<file path="config.mk">
export PLATFORM = sky130hd
export DESIGN_NAME = utf8_terminal_sanitizer_unit_flat
export DESIGN_NICKNAME = d
export VERILOG_FILES = /design/src/rtl/uts_pkg.sv /design/src/rtl/uts_channels.sv /design/src/rtl/utf8_terminal_sanitizer_unit.sv /design/src/flat_wrapper.sv
export SDC_FILE = /design/constraint.sdc
export NUM_CORES = 1
export LEC_CHECK = 0
export ABC_AREA = 1
export BUFFER_PORTS_ARGS = -buffer_cell sky130_fd_sc_hd__buf_2
export CAP_MARGIN = 10
export CORE_MARGIN = 2
export CORE_UTILIZATION = 45
export CTS_CLUSTER_DIAMETER = 150
export CTS_CLUSTER_SIZE = 28
export DETAILED_ROUTE_END_ITERATION = 8
export GPL_TIMING_DRIVEN = 1
export PLACE_DENSITY = 0.59
export SETUP_SLACK_MARGIN = 0.1
export SLEW_MARGIN = 30
export SYNTH_ARGS = -nofsm -noshare
export SYNTH_HDL_FRONTEND = slang
export SYNTH_SLANG_ARGS = --single-unit
</file>
<file path="constraint.sdc">
create_clock -name clock -period 15.7 [get_ports clock]
set_input_delay 3.925 -clock clock [delete_from_list [all_inputs] [get_ports clock]]
set_output_delay 3.925 -clock clock [all_outputs]
set_load 0.05 [all_outputs]
</file>
<file path="src/rtl/uts_pkg.sv">
// ----------------------------------------------------------------------------
// UTF-8 terminal sanitiser: shared package
// Constants, the result plan record and the code point helper functions.
// ----------------------------------------------------------------------------
`default_nettype none

package uts_pkg;

   // Bytes of U+FFFD in UTF-8.
   localparam logic [7:0] FFFD_B0 = 8'hEF;
   localparam logic [7:0] FFFD_B1 = 8'hBF;
   localparam logic [7:0] FFFD_B2 = 8'hBD;

   localparam logic [20:0] CODE_MAX = 21'h10FFFF;
   localparam logic [20:0] SURR_LO  = 21'h00D800;
   localparam logic [20:0] SURR_HI  = 21'h00DFFF;
   localparam logic [20:0] CODE_DEL = 21'h00007F;

   localparam logic [7:0] CHR_BSL = 8'h5C;   // backslash
   localparam logic [7:0] CHR_N   = 8'h6E;
   localparam logic [7:0] CHR_R   = 8'h72;
   localparam logic [7:0] CHR_T   = 8'h74;
   localparam logic [7:0] CHR_X   = 8'h78;
   localparam logic [7:0] CHR_U   = 8'h75;
   localparam logic [7:0] CHR_0   = 8'h30;

   localparam int TAIL_MAX = 6;

   // Everything one request produces: a run of U+FFFD, then an optional tail
   // that is either an escape or the original bytes of a code point.
   typedef struct packed {
      logic [2:0]                   fffd_cnt;
      logic [2:0]                   tail_len;
      logic [TAIL_MAX-1:0][7:0]     tail_byte;
      logic [TAIL_MAX-1:0][1:0]     tail_wid;
      logic                         last;
   } plan_type;

   function automatic logic [7:0] hex_char(input logic [3:0] v);
      logic [7:0] r;
      if (v < 4'd10) r = 8'h30 + {4'b0, v};
      else           r = 8'h37 + {4'b0, v};
      return r;
   endfunction

   function automatic logic [1:0] cp_width(input logic [20:0] c);
      logic zero_w;
      logic wide_w;
      zero_w = (c == 21'h0) ||
               (c >= 21'h0300 && c <= 21'h036F) || (c >= 21'h1AB0 && c <= 21'h1AFF) ||
               (c >= 21'h1DC0 && c <= 21'h1DFF) || (c >= 21'h20D0 && c <= 21'h20FF) ||
               (c >= 21'hFE00 && c <= 21'hFE0F);
      wide_w = (c >= 21'h1100 && c <= 21'h115F) || (c >= 21'h2329 && c <= 21'h232A) ||
               (c >= 21'h2E80 && c <= 21'hA4CF) || (c >= 21'hAC00 && c <= 21'hD7A3) ||
               (c >= 21'hF900 && c <= 21'hFAFF) || (c >= 21'hFE10 && c <= 21'hFE19) ||
               (c >= 21'hFE30 && c <= 21'hFE6F) || (c >= 21'hFF00 && c <= 21'hFF60) ||
               (c >= 21'hFFE0 && c <= 21'hFFE6) ||
               (c >= 21'h1F300 && c <= 21'h1FAFF) ||
               (c >= 21'h20000 && c <= 21'h3FFFD);
      if (zero_w)      return 2'd0;
      else if (wide_w) return 2'd2;
      else             return 2'd1;
   endfunction

endpackage

`default_nettype wire

</file>
<file path="src/rtl/uts_channels.sv">
// ----------------------------------------------------------------------------
// UTF-8 terminal sanitiser: channel interfaces
// Valid/ready channels for raw text bytes and for sanitised result bytes.
// ----------------------------------------------------------------------------
`default_nettype none

interface uts_req_if;
   logic       valid;
   logic       ready;
   logic [7:0] in_byte;
   logic       text_end;

   modport source (output valid, output in_byte, output text_end, input ready);
   modport sink   (input valid, input in_byte, input text_end, output ready);
endinterface

interface uts_rsp_if;
   logic        valid;
   logic        ready;
   logic [7:0]  out_byte;
   logic        run_last;
   logic        text_done;
   logic [15:0] width_total;

   modport source (output valid, output out_byte, output run_last, output text_done,
                   output width_total, input ready);
   modport sink   (input valid, input out_byte, input run_last, input text_done,
                   input width_total, output ready);
endinterface

`default_nettype wire

</file>
<file path="src/rtl/utf8_terminal_sanitizer_unit.sv">
// ----------------------------------------------------------------------------
// UTF-8 terminal sanitiser
// Decodes and checks UTF-8, escapes control characters and tracks display width.
// ----------------------------------------------------------------------------
// Path: input register, then plan register, then result register.
// Throughput: a request is taken every cycle unless its plan must wait for the
// emitter, which sends one byte per cycle while the result channel takes it; a
// request makes up to 13 result bytes, and one that is only buffered does not wait.
// Reset: synchronous; clears the decoder, the width total and all valid flags.
`default_nettype none

module utf8_terminal_sanitizer_unit (
   input  wire logic  clock,
   input  wire logic  reset,
   uts_req_if.sink    req_chan,
   uts_rsp_if.source  rsp_chan
);

   typedef enum logic [1:0] {PH_EF, PH_BF, PH_BD} fffd_phase_type;

   // Input register.
   logic       in_valid_ff;
   logic [7:0] in_byte_ff;
   logic       in_last_ff;

   // Decoder state.
   logic [2:0]       seq_len_ff,  seq_len_in;
   logic [1:0]       held_cnt_ff, held_cnt_in;
   logic [20:0]      accum_ff,    accum_in;
   logic [2:0][7:0]  held_ff,     held_in;

   // Plan register and emitter.
   logic                 plan_valid_ff;
   uts_pkg::plan_type    plan_ff, plan_in;
   logic [2:0]           fffd_left_ff;
   fffd_phase_type       phase_ff;
   logic [2:0]           tail_idx_ff;
   logic [15:0]          wsum_ff;

   // Result register.
   logic        rsp_valid_ff;
   logic [7:0]  rsp_byte_ff;
   logic        rsp_run_last_ff;
   logic        rsp_done_ff;
   logic [15:0] rsp_width_ff;

   // Decode signals.
   logic             pending, is_cont, complete, code_bad, cp_ok, plan_has;
   logic [20:0]      acc_next, cp_code;
   logic [2:0]       fffd_n, raw_n;
   logic [1:0]       raw_last;
   logic [3:0][7:0]  raw;
   logic             dec_fire, plan_free;

   // Emitter signals.
   logic        emit_fire, emit_last;
   logic [7:0]  emit_byte;
   logic [1:0]  emit_wid;
   logic [16:0] wsum_add;
   logic [15:0] wsum_sat;

   assign req_chan.ready = !in_valid_ff || dec_fire;

   assign pending  = seq_len_ff != 3'd0;
   assign is_cont  = in_byte_ff[7:6] == 2'b10;
   assign acc_next = {accum_ff[14:0], in_byte_ff[5:0]};
   assign complete = ({1'b0, held_cnt_ff} + 3'd1) >= seq_len_ff;
   assign code_bad = (seq_len_ff == 3'd2 && acc_next < 21'h80) ||
                     (seq_len_ff == 3'd3 && acc_next < 21'h800) ||
                     (seq_len_ff == 3'd4 && acc_next < 21'h10000) ||
                     (acc_next >= uts_pkg::SURR_LO && acc_next <= uts_pkg::SURR_HI) ||
                     acc_next > uts_pkg::CODE_MAX;

   // Sequence decoding and the state it leaves behind.
   always_comb begin
      seq_len_in  = seq_len_ff;
      held_cnt_in = held_cnt_ff;
      accum_in    = accum_ff;
      held_in     = held_ff;
      fffd_n      = 3'd0;
      cp_ok       = 1'b0;
      cp_code     = {13'b0, in_byte_ff};
      raw_n       = 3'd1;
      raw_last    = 2'd0;
      if (!pending || !is_cont) begin
         // An interrupted sequence gives one replacement per held byte.
         if (pending) fffd_n = {1'b0, held_cnt_ff};
         seq_len_in  = 3'd0;
         held_cnt_in = 2'd0;
         accum_in    = '0;
         if (!in_byte_ff[7]) begin
            cp_ok = 1'b1;
         end else if (in_byte_ff[7:5] == 3'b110) begin
            seq_len_in  = 3'd2;
            accum_in    = {16'b0, in_byte_ff[4:0]};
            held_cnt_in = 2'd1;
            held_in[0]  = in_byte_ff;
         end else if (in_byte_ff[7:4] == 4'b1110) begin
            seq_len_in  = 3'd3;
            accum_in    = {17'b0, in_byte_ff[3:0]};
            held_cnt_in = 2'd1;
            held_in[0]  = in_byte_ff;
         end else if (in_byte_ff[7:3] == 5'b11110) begin
            seq_len_in  = 3'd4;
            accum_in    = {18'b0, in_byte_ff[2:0]};
            held_cnt_in = 2'd1;
            held_in[0]  = in_byte_ff;
         end else begin
            fffd_n = fffd_n + 3'd1;
         end
      end else if (complete) begin
         seq_len_in  = 3'd0;
         held_cnt_in = 2'd0;
         accum_in    = '0;
         if (code_bad) begin
            fffd_n = {1'b0, held_cnt_ff} + 3'd1;
         end else begin
            cp_ok    = 1'b1;
            cp_code  = acc_next;
            raw_n    = {1'b0, held_cnt_ff} + 3'd1;
            raw_last = held_cnt_ff;
         end
      end else begin
         accum_in             = acc_next;
         held_in[held_cnt_ff] = in_byte_ff;
         held_cnt_in          = held_cnt_ff + 2'd1;
      end
      // A sequence still open at the end of the text is cut off.
      if (in_last_ff) begin
         if (seq_len_in != 3'd0) fffd_n = fffd_n + {1'b0, held_cnt_in};
         seq_len_in  = 3'd0;
         held_cnt_in = 2'd0;
         accum_in    = '0;
      end
   end

   always_comb begin
      for (int i = 0; i < 3; i++) begin
         raw[i] = (2'(i) == raw_last) ? in_byte_ff : held_ff[i];
      end
      raw[3] = in_byte_ff;
   end

   // Escape or pass-through tail of the plan.
   always_comb begin
      plan_in           = '0;
      plan_in.fffd_cnt  = fffd_n;
      plan_in.last      = in_last_ff;
      if (cp_ok) begin
         if (cp_code == 21'h0A || cp_code == 21'h0D || cp_code == 21'h09) begin
            plan_in.tail_len     = 3'd2;
            plan_in.tail_byte[0] = uts_pkg::CHR_BSL;
            if (cp_code == 21'h0A)      plan_in.tail_byte[1] = uts_pkg::CHR_N;
            else if (cp_code == 21'h0D) plan_in.tail_byte[1] = uts_pkg::CHR_R;
            else                        plan_in.tail_byte[1] = uts_pkg::CHR_T;
            plan_in.tail_wid[0] = 2'd1;
            plan_in.tail_wid[1] = 2'd1;
         end else if (cp_code < 21'h20 || cp_code == uts_pkg::CODE_DEL) begin
            plan_in.tail_len     = 3'd4;
            plan_in.tail_byte[0] = uts_pkg::CHR_BSL;
            plan_in.tail_byte[1] = uts_pkg::CHR_X;
            plan_in.tail_byte[2] = uts_pkg::hex_char(cp_code[7:4]);
            plan_in.tail_byte[3] = uts_pkg::hex_char(cp_code[3:0]);
            for (int i = 0; i < 4; i++) plan_in.tail_wid[i] = 2'd1;
         end else if (cp_code >= 21'h80 && cp_code <= 21'h9F) begin
            plan_in.tail_len     = 3'd6;
            plan_in.tail_byte[0] = uts_pkg::CHR_BSL;
            plan_in.tail_byte[1] = uts_pkg::CHR_U;
            plan_in.tail_byte[2] = uts_pkg::CHR_0;
            plan_in.tail_byte[3] = uts_pkg::CHR_0;
            plan_in.tail_byte[4] = uts_pkg::hex_char(cp_code[7:4]);
            plan_in.tail_byte[5] = uts_pkg::hex_char(cp_code[3:0]);
            for (int i = 0; i < 6; i++) plan_in.tail_wid[i] = 2'd1;
         end else begin
            plan_in.tail_len = raw_n;
            for (int i = 0; i < 4; i++) plan_in.tail_byte[i] = raw[i];
            plan_in.tail_wid[raw_n - 3'd1] = uts_pkg::cp_width(cp_code);
         end
      end
   end

   assign plan_has  = (plan_in.fffd_cnt != 3'd0) || (plan_in.tail_len != 3'd0);
   assign plan_free = !plan_valid_ff || (emit_fire && emit_last);
   assign dec_fire  = in_valid_ff && (!plan_has || plan_free);

   // Emitter: replacement characters first, then the tail.
   assign emit_fire = plan_valid_ff && (!rsp_valid_ff || rsp_chan.ready);
   assign emit_last = (fffd_left_ff == 3'd1 && phase_ff == PH_BD &&
                       plan_ff.tail_len == 3'd0) ||
                      (fffd_left_ff == 3'd0 && tail_idx_ff == plan_ff.tail_len - 3'd1);

   always_comb begin
      emit_byte = plan_ff.tail_byte[tail_idx_ff];
      emit_wid  = plan_ff.tail_wid[tail_idx_ff];
      if (fffd_left_ff != 3'd0) begin
         unique case (phase_ff)
            PH_EF:   begin emit_byte = uts_pkg::FFFD_B0; emit_wid = 2'd0; end
            PH_BF:   begin emit_byte = uts_pkg::FFFD_B1; emit_wid = 2'd0; end
            default: begin emit_byte = uts_pkg::FFFD_B2; emit_wid = 2'd1; end
         endcase
      end
   end

   assign wsum_add = {1'b0, wsum_ff} + {15'b0, emit_wid};
   assign wsum_sat = wsum_add[16] ? 16'hFFFF : wsum_add[15:0];

   // Control registers.
   always_ff @(posedge clock) begin
      if (reset) begin
         in_valid_ff   <= 1'b0;
         seq_len_ff    <= 3'd0;
         held_cnt_ff   <= 2'd0;
         accum_ff      <= '0;
         plan_valid_ff <= 1'b0;
         fffd_left_ff  <= 3'd0;
         phase_ff      <= PH_EF;
         tail_idx_ff   <= 3'd0;
         wsum_ff       <= '0;
         rsp_valid_ff  <= 1'b0;
      end else begin
         if (req_chan.valid && req_chan.ready) in_valid_ff <= 1'b1;
         else if (dec_fire)                   in_valid_ff <= 1'b0;

         if (dec_fire) begin
            seq_len_ff  <= seq_len_in;
            held_cnt_ff <= held_cnt_in;
            accum_ff    <= accum_in;
         end

         if (emit_fire) begin
            if (emit_last && plan_ff.last) wsum_ff <= '0;
            else                          wsum_ff <= wsum_sat;
         end

         // A new plan may replace the one whose last byte goes out now.
         if (dec_fire && plan_has) begin
            plan_valid_ff <= 1'b1;
            fffd_left_ff  <= plan_in.fffd_cnt;
            phase_ff      <= PH_EF;
            tail_idx_ff   <= 3'd0;
         end else if (emit_fire) begin
            if (emit_last) plan_valid_ff <= 1'b0;
            if (fffd_left_ff != 3'd0) begin
               unique case (phase_ff)
                  PH_EF:   phase_ff <= PH_BF;
                  PH_BF:   phase_ff <= PH_BD;
                  default: begin
                     phase_ff     <= PH_EF;
                     fffd_left_ff <= fffd_left_ff - 3'd1;
                  end
               endcase
            end else begin
               tail_idx_ff <= tail_idx_ff + 3'd1;
            end
         end

         if (emit_fire)            rsp_valid_ff <= 1'b1;
         else if (rsp_chan.ready)  rsp_valid_ff <= 1'b0;
      end
   end

   // Payload registers.
   always_ff @(posedge clock) begin
      if (req_chan.valid && req_chan.ready) begin
         in_byte_ff <= req_chan.in_byte;
         in_last_ff <= req_chan.text_end;
      end
      if (dec_fire) held_ff <= held_in;
      if (dec_fire && plan_has) plan_ff <= plan_in;
      if (emit_fire) begin
         rsp_byte_ff     <= emit_byte;
         rsp_run_last_ff <= emit_last;
         rsp_done_ff     <= emit_last && plan_ff.last;
         rsp_width_ff    <= wsum_sat;
      end
   end

   assign rsp_chan.valid       = rsp_valid_ff;
   assign rsp_chan.out_byte    = rsp_byte_ff;
   assign rsp_chan.run_last    = rsp_run_last_ff;
   assign rsp_chan.text_done   = rsp_done_ff;
   assign rsp_chan.width_total = rsp_width_ff;

endmodule

`default_nettype wire

</file>
<file path="src/flat_wrapper.sv">
// flat-port wrapper written by rule: the top's interface ports become plain ports
module utf8_terminal_sanitizer_unit_flat 
  (clock, reset, req_chan_valid, req_chan_in_byte, req_chan_text_end, req_chan_ready, rsp_chan_valid, rsp_chan_out_byte, rsp_chan_run_last, rsp_chan_text_done, rsp_chan_width_total, rsp_chan_ready);
  uts_req_if req_chan_i ();
  uts_rsp_if rsp_chan_i ();
  input  wire logic clock;
  input  wire logic reset;
  input wire logic [$bits(req_chan_i.valid)-1:0] req_chan_valid;
  input wire logic [$bits(req_chan_i.in_byte)-1:0] req_chan_in_byte;
  input wire logic [$bits(req_chan_i.text_end)-1:0] req_chan_text_end;
  output wire logic [$bits(req_chan_i.ready)-1:0] req_chan_ready;
  output wire logic [$bits(rsp_chan_i.valid)-1:0] rsp_chan_valid;
  output wire logic [$bits(rsp_chan_i.out_byte)-1:0] rsp_chan_out_byte;
  output wire logic [$bits(rsp_chan_i.run_last)-1:0] rsp_chan_run_last;
  output wire logic [$bits(rsp_chan_i.text_done)-1:0] rsp_chan_text_done;
  output wire logic [$bits(rsp_chan_i.width_total)-1:0] rsp_chan_width_total;
  input wire logic [$bits(rsp_chan_i.ready)-1:0] rsp_chan_ready;
  assign req_chan_i.valid = req_chan_valid;
  assign req_chan_i.in_byte = req_chan_in_byte;
  assign req_chan_i.text_end = req_chan_text_end;
  assign req_chan_ready = req_chan_i.ready;
  assign rsp_chan_valid = rsp_chan_i.valid;
  assign rsp_chan_out_byte = rsp_chan_i.out_byte;
  assign rsp_chan_run_last = rsp_chan_i.run_last;
  assign rsp_chan_text_done = rsp_chan_i.text_done;
  assign rsp_chan_width_total = rsp_chan_i.width_total;
  assign rsp_chan_i.ready = rsp_chan_ready;
  utf8_terminal_sanitizer_unit u_core (.clock(clock), .reset(reset), .req_chan(req_chan_i), .rsp_chan(rsp_chan_i));
endmodule
</file>
==> flow_summary_export.csv, run 1 <==
group,metric,value,unit
finish,drive_above_1_share,9.98,%
cts,cts_tree,"done",
sta,clock_skew,0.0307,ns
grt,track_usage,27.0,%
critical_path,cp.required,11.77,ns
logic_synthesis,synthCells,1344,
grt,grt_max_degree,61,
die,ios,41,
route,drtAntennaViolNets,0,
route,via_count,9326,
grt,met3_usage,3.97,%
placement,place_area,0.0107,mm^2
finish,nets,1403,
die,die_w,156,um
grt,grt_overflow_total,0,
sta,rsz0062_at_grt,"no",
sta,tightest_slew,0.955,ns
critical_path,end_kind,"output port",
logic_synthesis,yosys_warnings,0,
die,die_area,0.0242,mm^2
outcome,outcome,"finished clean",
route,drt_iter0_markers,787,
cts,cts_root_buf,"clkbuf_16",
die,std_cell_rows,55,
logic_synthesis,synth.largest_area_cell,"edfxtp_1",
finish,area_growth,9.25,%
route,wire_per_inst,19.4,um
die,fp.coreArea,0.0226,mm^2
cts,cts_resized,0,
finish,design_area,0.0113,mm^2
logic_synthesis,syn_avg_cell_area,7.70,um^2
cts,path_clk_slew,0.08,ns
grt,global_route.usage.met1,36.5,%
route,drc,0,
logic_synthesis,synth-edff-count,121,
cts,htreeDepth,4,
critical_path,worstPathMaxFanout,29,
grt,antenna_found_initial,0,
route,drt_wl_total,32.1,mm
critical_path,path_cells,"buf_2 -> inv_1 -> nand2_1 -> nand2_1 -> inv_1 -> buf_4 -> a21oi_1 -> nand3_1 -> buf_2",
sta,finalCritPeriodShare,62.0,%
critical_path,slowest_stage,"nand2_1",
critical_path,crit_buf_inv,5,
grt,grt_pass1_wl,50.2,mm
die,start_util,45.8,%
pwr,vdd_drop_max,0.0683,mV
placement,hpwl,23.9,mm
logic_synthesis,synth_fp_nets,1387,
grt,grt_pass1_vias,8786,
sta,slew_headroom,35.8,%
sta,drv_slew,0,
logic_synthesis,synth_cell_type_count,56,
critical_path,worstSetupPathType,"input port to output port",
job,maxCapViolCount,0,
grt,busiest_layer,"met2",
die,die_height,156,um
sta,fin_tns_setup,0,ns
logic_synthesis,synthArstFlopShare,0,%
cts,cts_setup_buffers,0,
logic_synthesis,synth_ff_type,"edfxtp_1",
sta,fin_crit,9.74,ns
cts,postCtsHoldBufs,0,
critical_path,arrival,5.81,ns
logic_synthesis,synth_top_cell_area_share,35.1,%
route,drtPass1Iterations,5,
critical_path,critPathTopFamily,"simple AND/OR/NAND/NOR gates",
logic_synthesis,synthTopCellsByArea,"edfxtp_1 (35%), nand2_1 (10%), dfxtp_1 (9.1%)",
finish,diodes,0,
route,vias_per_cell,5.62,
pwr,p_leak,4.47,nW
logic_synthesis,synth_seq_cells,168,
critical_path,crit_path_max_incr_delay,0.52,ns
sta,setup_viol,0,
logic_synthesis,syn_area,0.0103,mm^2
worst_hold_path,hold_path.class,"flip-flop to flip-flop",
cts,cts_inserted_buffers,17,
sta,whs,0.487,ns
cts,clk_latency,0.45,ns
critical_path,start_kind,"input port",
sta,finalHoldViolations,0,
placement,place_congestion,0.971,
grt,met2_usage,44.2,%
logic_synthesis,yosysSeqAreaShare,44.2,%
pwr,p_per_area,102,mW/mm^2
cts,cts_buffer_depth,2,
cts,clock_sinks,168,
sta,fmax,103,MHz
placement,portBuffers,40,
==> worst register-to-register path, stage by stage (launching register included) <==
cell	delay [ns]
dfxtp_1	0.49
inv_1	0.18
ha_1	0.38
ha_1	0.30
nand3_1	0.09
o211ai_1	0.24
nor2_1	0.76
inv_1	0.21
o21ai_0	0.28
ha_1	0.18
inv_1	0.05
fa_1	0.47
nand2_1	0.05
nand2_1	0.09
nand3b_1	0.13
a21oi_2	0.14
nand3_2	0.17
nand2_4	0.23
nand2_4	0.21
inv_4	0.19
nand2_2	0.08
nor2_1	0.68
==> cell families (layout without fill, tap and decap cells) <==
logic type / after synthesis / count (layout) / synth area share, %
flip-flops: 168 / 168 / 44.2
adder cells (fa/ha/maj): 30 / 30 / 3.77
multiplexers: 3 / 3 / 0.290
AND/OR/NAND/NOR: 707 / 707 / 30.7
buffers and inverters: 200 / 229 / 7.87
AO/OA/AOI/OAI: 222 / 222 / 11.9
XOR/XNOR: 14 / 14 / 1.19
==> metrics by stage <==
stage / worst slack, ns / total power, mW / utilization [%] / std cells
CTS: 5.92 / 1.15 / 50.1 / 1658
detailed placement: 5.92 / 0.732 / 47.4 / 1626
finish: 5.96 / 1.15 / 50.1 / 1658
global placement: 5.99 / 0.730 / 47.4 / 1626
global route: 5.76 / 1.19 / 50.1 / 1658
floorplan: 6.39 / 0.676 / - / 1344
==> synth_stat cells (7+ instances only) <==
master	count
a31oi_1	9
a21oi_1	83
nand3_1	79
o21ai_0	84
ha_1	28
nor3_1	33
nor2_1	220
dfxtp_1	47
nand4_1	39
o22ai_1	16
nand2_2	10
nand2_1	275
nor2_2	8
inv_1	138
edfxtp_1	121
clkbuf_1	29
nor2_4	8
xor2_1	13
buf_2	7
inv_2	8
==> registers in the layout, indices dropped and copies added, names as in the netlist <==
name                         count
u_core.plan_valid_ff             1
u_core.tail_idx_ff               3
u_core.phase_ff                  2
u_core.rsp_chan.width_total     16
u_core.rsp_chan.text_done        1
u_core.seq_len_ff                3
u_core.in_valid_ff               1
u_core.rsp_chan.valid            1
u_core.plan_ff                  62
u_core.wsum_ff                  16
u_core.rsp_chan.run_last         1
u_core.in_byte_ff                8
u_core.held_cnt_ff               2
u_core.rsp_chan.out_byte         8
u_core.fffd_left_ff              3
u_core.accum_ff                 15
u_core.in_last_ff                1
u_core.held_ff                  24
==> per-layer routing <==
| layer | vias up | part of all wire (%) | routed length [um] |
|---|---|---|---|
| li1 | 4553 | - | - |
| met1 | 4390 | 45 | 14400 |
| met2 | 321 | 47 | 15000 |
| met3 | 62 | 5.2 | 1680 |
| met4 | 0 | 3.2 | 1030 |
| met5 | - | 0 | 0 |
==> final cells by class <==
| type | instances | area, um^2 |
|---|---|---|
| Clock buffer | 17 | 425 |
| Clock inverter | 15 | 176 |
| Fill cell | 2250 | 11300 |
| Inverter | 152 | 573 |
| Multi-Input combinational cell | 976 | 4960 |
| Sequential cell | 168 | 4570 |
| Tap cell | 285 | 357 |
| Timing Repair Buffer | 45 | 238 |
==> power breakdown <==
| part | total (mW) | switching, mW | internal [mW] |
|---|---|---|---|
| clock | 0.426 | 0.210 | 0.216 |
| combinational | 0.196 | 0.147 | 0.0488 |
| sequential | 0.528 | 0.0173 | 0.510 |
==> cell usage in the layout (no fill, tap or decap), types with 8 or more instances in the layout <==
cell type  instances
nand3_1           79
nand2_2           10
o21ai_0           84
buf_2             40
ha_1              28
edfxtp_1         121
nor3_1            33
nand2_1          275
a21oi_1           83
o22ai_1           16
dfxtp_1           47
nor2_1           219
clkbuf_16         17
inv_2              9
inv_1            136
nand4_1           39
nor2_2             9
xor2_1            13
a31oi_1            9
nor2_4             8
==> final timing paths <==
check | start | endpoint | slack, ns | depth (start not counted)
setup / recovery | rsp_chan_ready | req_chan_ready | 5.96 | 9
hold / removal | u_core.plan_valid_ff | u_core.rsp_chan.valid | 0.49 | 2
setup reg to reg | u_core.held_cnt_ff[0] | u_core.held_ff[9] | 9.70 | 21
hold reg to reg | u_core.plan_valid_ff | u_core.rsp_chan.valid | 0.49 | 2
(Power assumes the default switching activity.)
==> inputs of run 2 (changes only) <==
- ABC_AREA: 1 -> 0
- PLACE_DENSITY: 0.59 -> 0.62
- clock period: 15.7 -> 8.6 ns (I/O delays scaled with it)
==> flow_summary_export.csv, run 2 <==
group,metric,value,unit
outcome,outcome,"finished clean",
finish,seq_area,0.00457,mm^2
pwr,p_per_area,178,mW/mm^2
pwr,p_leak,3.87,nW
grt,grt_pass1_wl,45.1,mm
sta,setup_ws,1.12,ns
sta,fmax,134,MHz
finish,multi_input_area,0.00482,mm^2
sta,drv_slew,0,
logic_synthesis,ys_top_cells_by_count,"edfxtp_1 (121), nor2_1 (118), nand2_1 (75)",
finish,nFillCells,1939,
finish,top_regs,"u_core.plan_ff (62), u_core.held_ff (24)",
route,dr_wl_met3,2.13,mm
logic_synthesis,synth_ff_type,"edfxtp_1",
route,drtAntennaViolNets,0,
cts,htreeDepth,4,
logic_synthesis,synth_seq_cells,168,
finish,drive_above_1_share,14.9,%
cts,cts_setup_buffers,0,
placement,place_congestion,1.09,
placement,portBuffers,40,
sta,tightest_slew,0.922,ns
worst_hold_path,hold_path.class,"flip-flop to flip-flop",
sta,clock_skew,0.0139,ns
critical_path,start_kind,"flip-flop",
grt,antenna_found_initial,0,
logic_synthesis,synth_top_cell_area_share,37.1,%
sta,rsz0062_at_grt,"no",
logic_synthesis,synth_cell_type_count,89,
finish,area_growth,10.8,%
placement,dp_worst_setup_slack,1.72,ns
pwr,p_total,1.93,mW
worst_hold_path,hold_depth,2,
sta,setup_viol,0,
grt,grt_max_degree,41,
finish,largest_reg_flops,62,
grt,grt_pass1_vias,7764,
logic_synthesis,yosysSeqAreaShare,46.7,%
sta,fin_tns_setup,0,ns
critical_path,arrival,5.33,ns
logic_synthesis,synth-edff-count,121,
die,die_w,151,um
critical_path,cp.required,6.45,ns
grt,track_usage,26.2,%
logic_synthesis,syn_area,0.00979,mm^2
cts,clock_sinks,168,
sta,finalCritPeriodShare,87.0,%
logic_synthesis,synthCells,986,
cts,cts_root_buf,"clkbuf_16",
finish,stdcell_count,1290,
route,maxUsedRoutingLayer,"met4",
critical_path,worstSetupPathType,"flip-flop to output port",
sta,finalHoldViolations,0,
logic_synthesis,syn_avg_cell_area,9.93,um^2
critical_path,r2r_slack,2.96,ns
pwr,vdd_drop_max,0.118,mV
cts,cts_inserted_buffers,17,
sta,fin_crit,7.48,ns
job,maxCapViolCount,0,
logic_synthesis,synth.largest_area_cell,"edfxtp_1",
logic_synthesis,yosys_warnings,0,
route,dr_wl_met2,13.0,mm
placement,post-place-cells,1258,
finish,final_common_cell,"edfxtp_1",
cts,postCtsHoldBufs,0,
die,fp.coreArea,0.0212,mm^2
route,wire_per_inst,22.6,um
die,die_height,151,um
placement,hpwl,20.6,mm
die,std_cell_rows,53,
logic_synthesis,yosysMostFrequentCell,"edfxtp_1",
logic_synthesis,synthArstFlopShare,0,%
critical_path,end_kind,"output port",
finish,nets,1045,
route,drtPass1Iterations,6,
die,start_util,46.3,%
die,die_area,0.0230,mm^2
logic_synthesis,synthTopCellsByArea,"edfxtp_1 (37%), dfxtp_1 (9.6%), nor2_1 (4.5%)",
cts,cts_resized,0,
route,vias_per_cell,6.34,
finish,largest-register,"u_core.plan_ff",
cts,path_clk_slew,0.07,ns
critical_path,ff2ff_path_depth,13,
finish,diodes,0,
die,ios,41,
cts,cts_buffer_depth,2,
logic_synthesis,synth_fp_nets,1029,
route,drt_iter0_markers,962,
route,drc,0,
grt,grt_overflow_total,0,
route,met1Wirelength,12.7,mm
cts,clk_latency,0.44,ns
sta,slew_headroom,38.2,%
critical_path,worstPathMaxFanout,15,
route,drt_wl_total,29.1,mm
cts,cts_tree,"done",
finish,final_cell_mix,"edfxtp_1 (121), nor2_1 (117), nand2_1 (75), a21oi_1 (62), dfxtp_1 (47)",
route,via_count,8184,
==> run 2: cell count changes in the layout (fill, tap and decap cells not counted), moves of 13 or more <==
cell	before	now
nand3_1	79	27
a22o_1	0	13
nand2_1	275	75
buf_4	5	23
mux2i_1	3	16
nand4_1	39	24
nor2_1	219	117
o21ai_0	84	35
and3_1	1	14
a21oi_1	83	62
inv_1	136	30
nor4_1	6	21
nor2b_1	0	15
a22oi_1	1	18
==> run 2: power breakdown <==
group	leakage, nW	total [mW]	internal, mW	switching (mW)
Clock	0.289	0.787	0.417	0.371
Sequential	1.53	0.915	0.902	0.0130
Combinational	2.05	0.228	0.0683	0.160
==> run 2: kinds of logic after synthesis <==
group	after synthesis	synth area share [%]
adders and majority gates	30	3.99
buffers and inverters	99	4.15
DFF	168	46.7
xor gates and xnor gates	19	1.78
muxes	37	5.20
AOI/OAI and AO/OA	239	17.4
and+or+nand+nor	394	20.7
==> run 2: final timing paths <==
| path | startpoint | end |
|---|---|---|
| worst min register to register | u_core.plan_valid_ff | u_core.rsp_chan.valid |
| worst max-delay path | u_core.held_cnt_ff[0] | req_chan_ready |
| worst min-delay path | u_core.plan_valid_ff | u_core.rsp_chan.valid |
| worst max register to register | u_core.held_cnt_ff[0] | u_core.plan_ff[22] |
==> run 2: area by class of cell <==
cell class,count,area share (%)
multi-input combinational,719,44.5
inverter,33,1.14
clock buffer,17,3.92
tap,275,3.17
sequential,168,42.2
timing repair buffer,63,3.44
clock inverter,15,1.68
==> run 2: critical path, cell delays in order (launching register included) <==
cell and delay (ns):
dfxtp_1 0.62, inv_1 0.20, ha_1 0.45, ha_1 0.32
nand2_1 0.06, o21a_1 0.23, a2111oi_1 0.57, nand3_2 0.46
o2111ai_1 0.66, nor2_1 0.22, a211o_1 0.39, or2_2 0.33
nand3_1 0.11, buf_2 0.27
==> run 2: per-layer routing <==
layer	global-route usage [%]	vias to the layer above
met5	0	-
met4	12.6	0
met3	4.01	80
met2	40.2	433
met1	36.4	3894
li1	-	3777
==> run 2: stage by stage <==
step	hold WS, ns	utilization, %	cell area [um^2]
floorplan	0.443	-	9790
global placement	0.505	48.4	10200
detailed placement	0.512	48.4	10200
CTS	0.524	51.3	10800
global route	0.575	51.3	10800
finish	0.518	51.3	10800
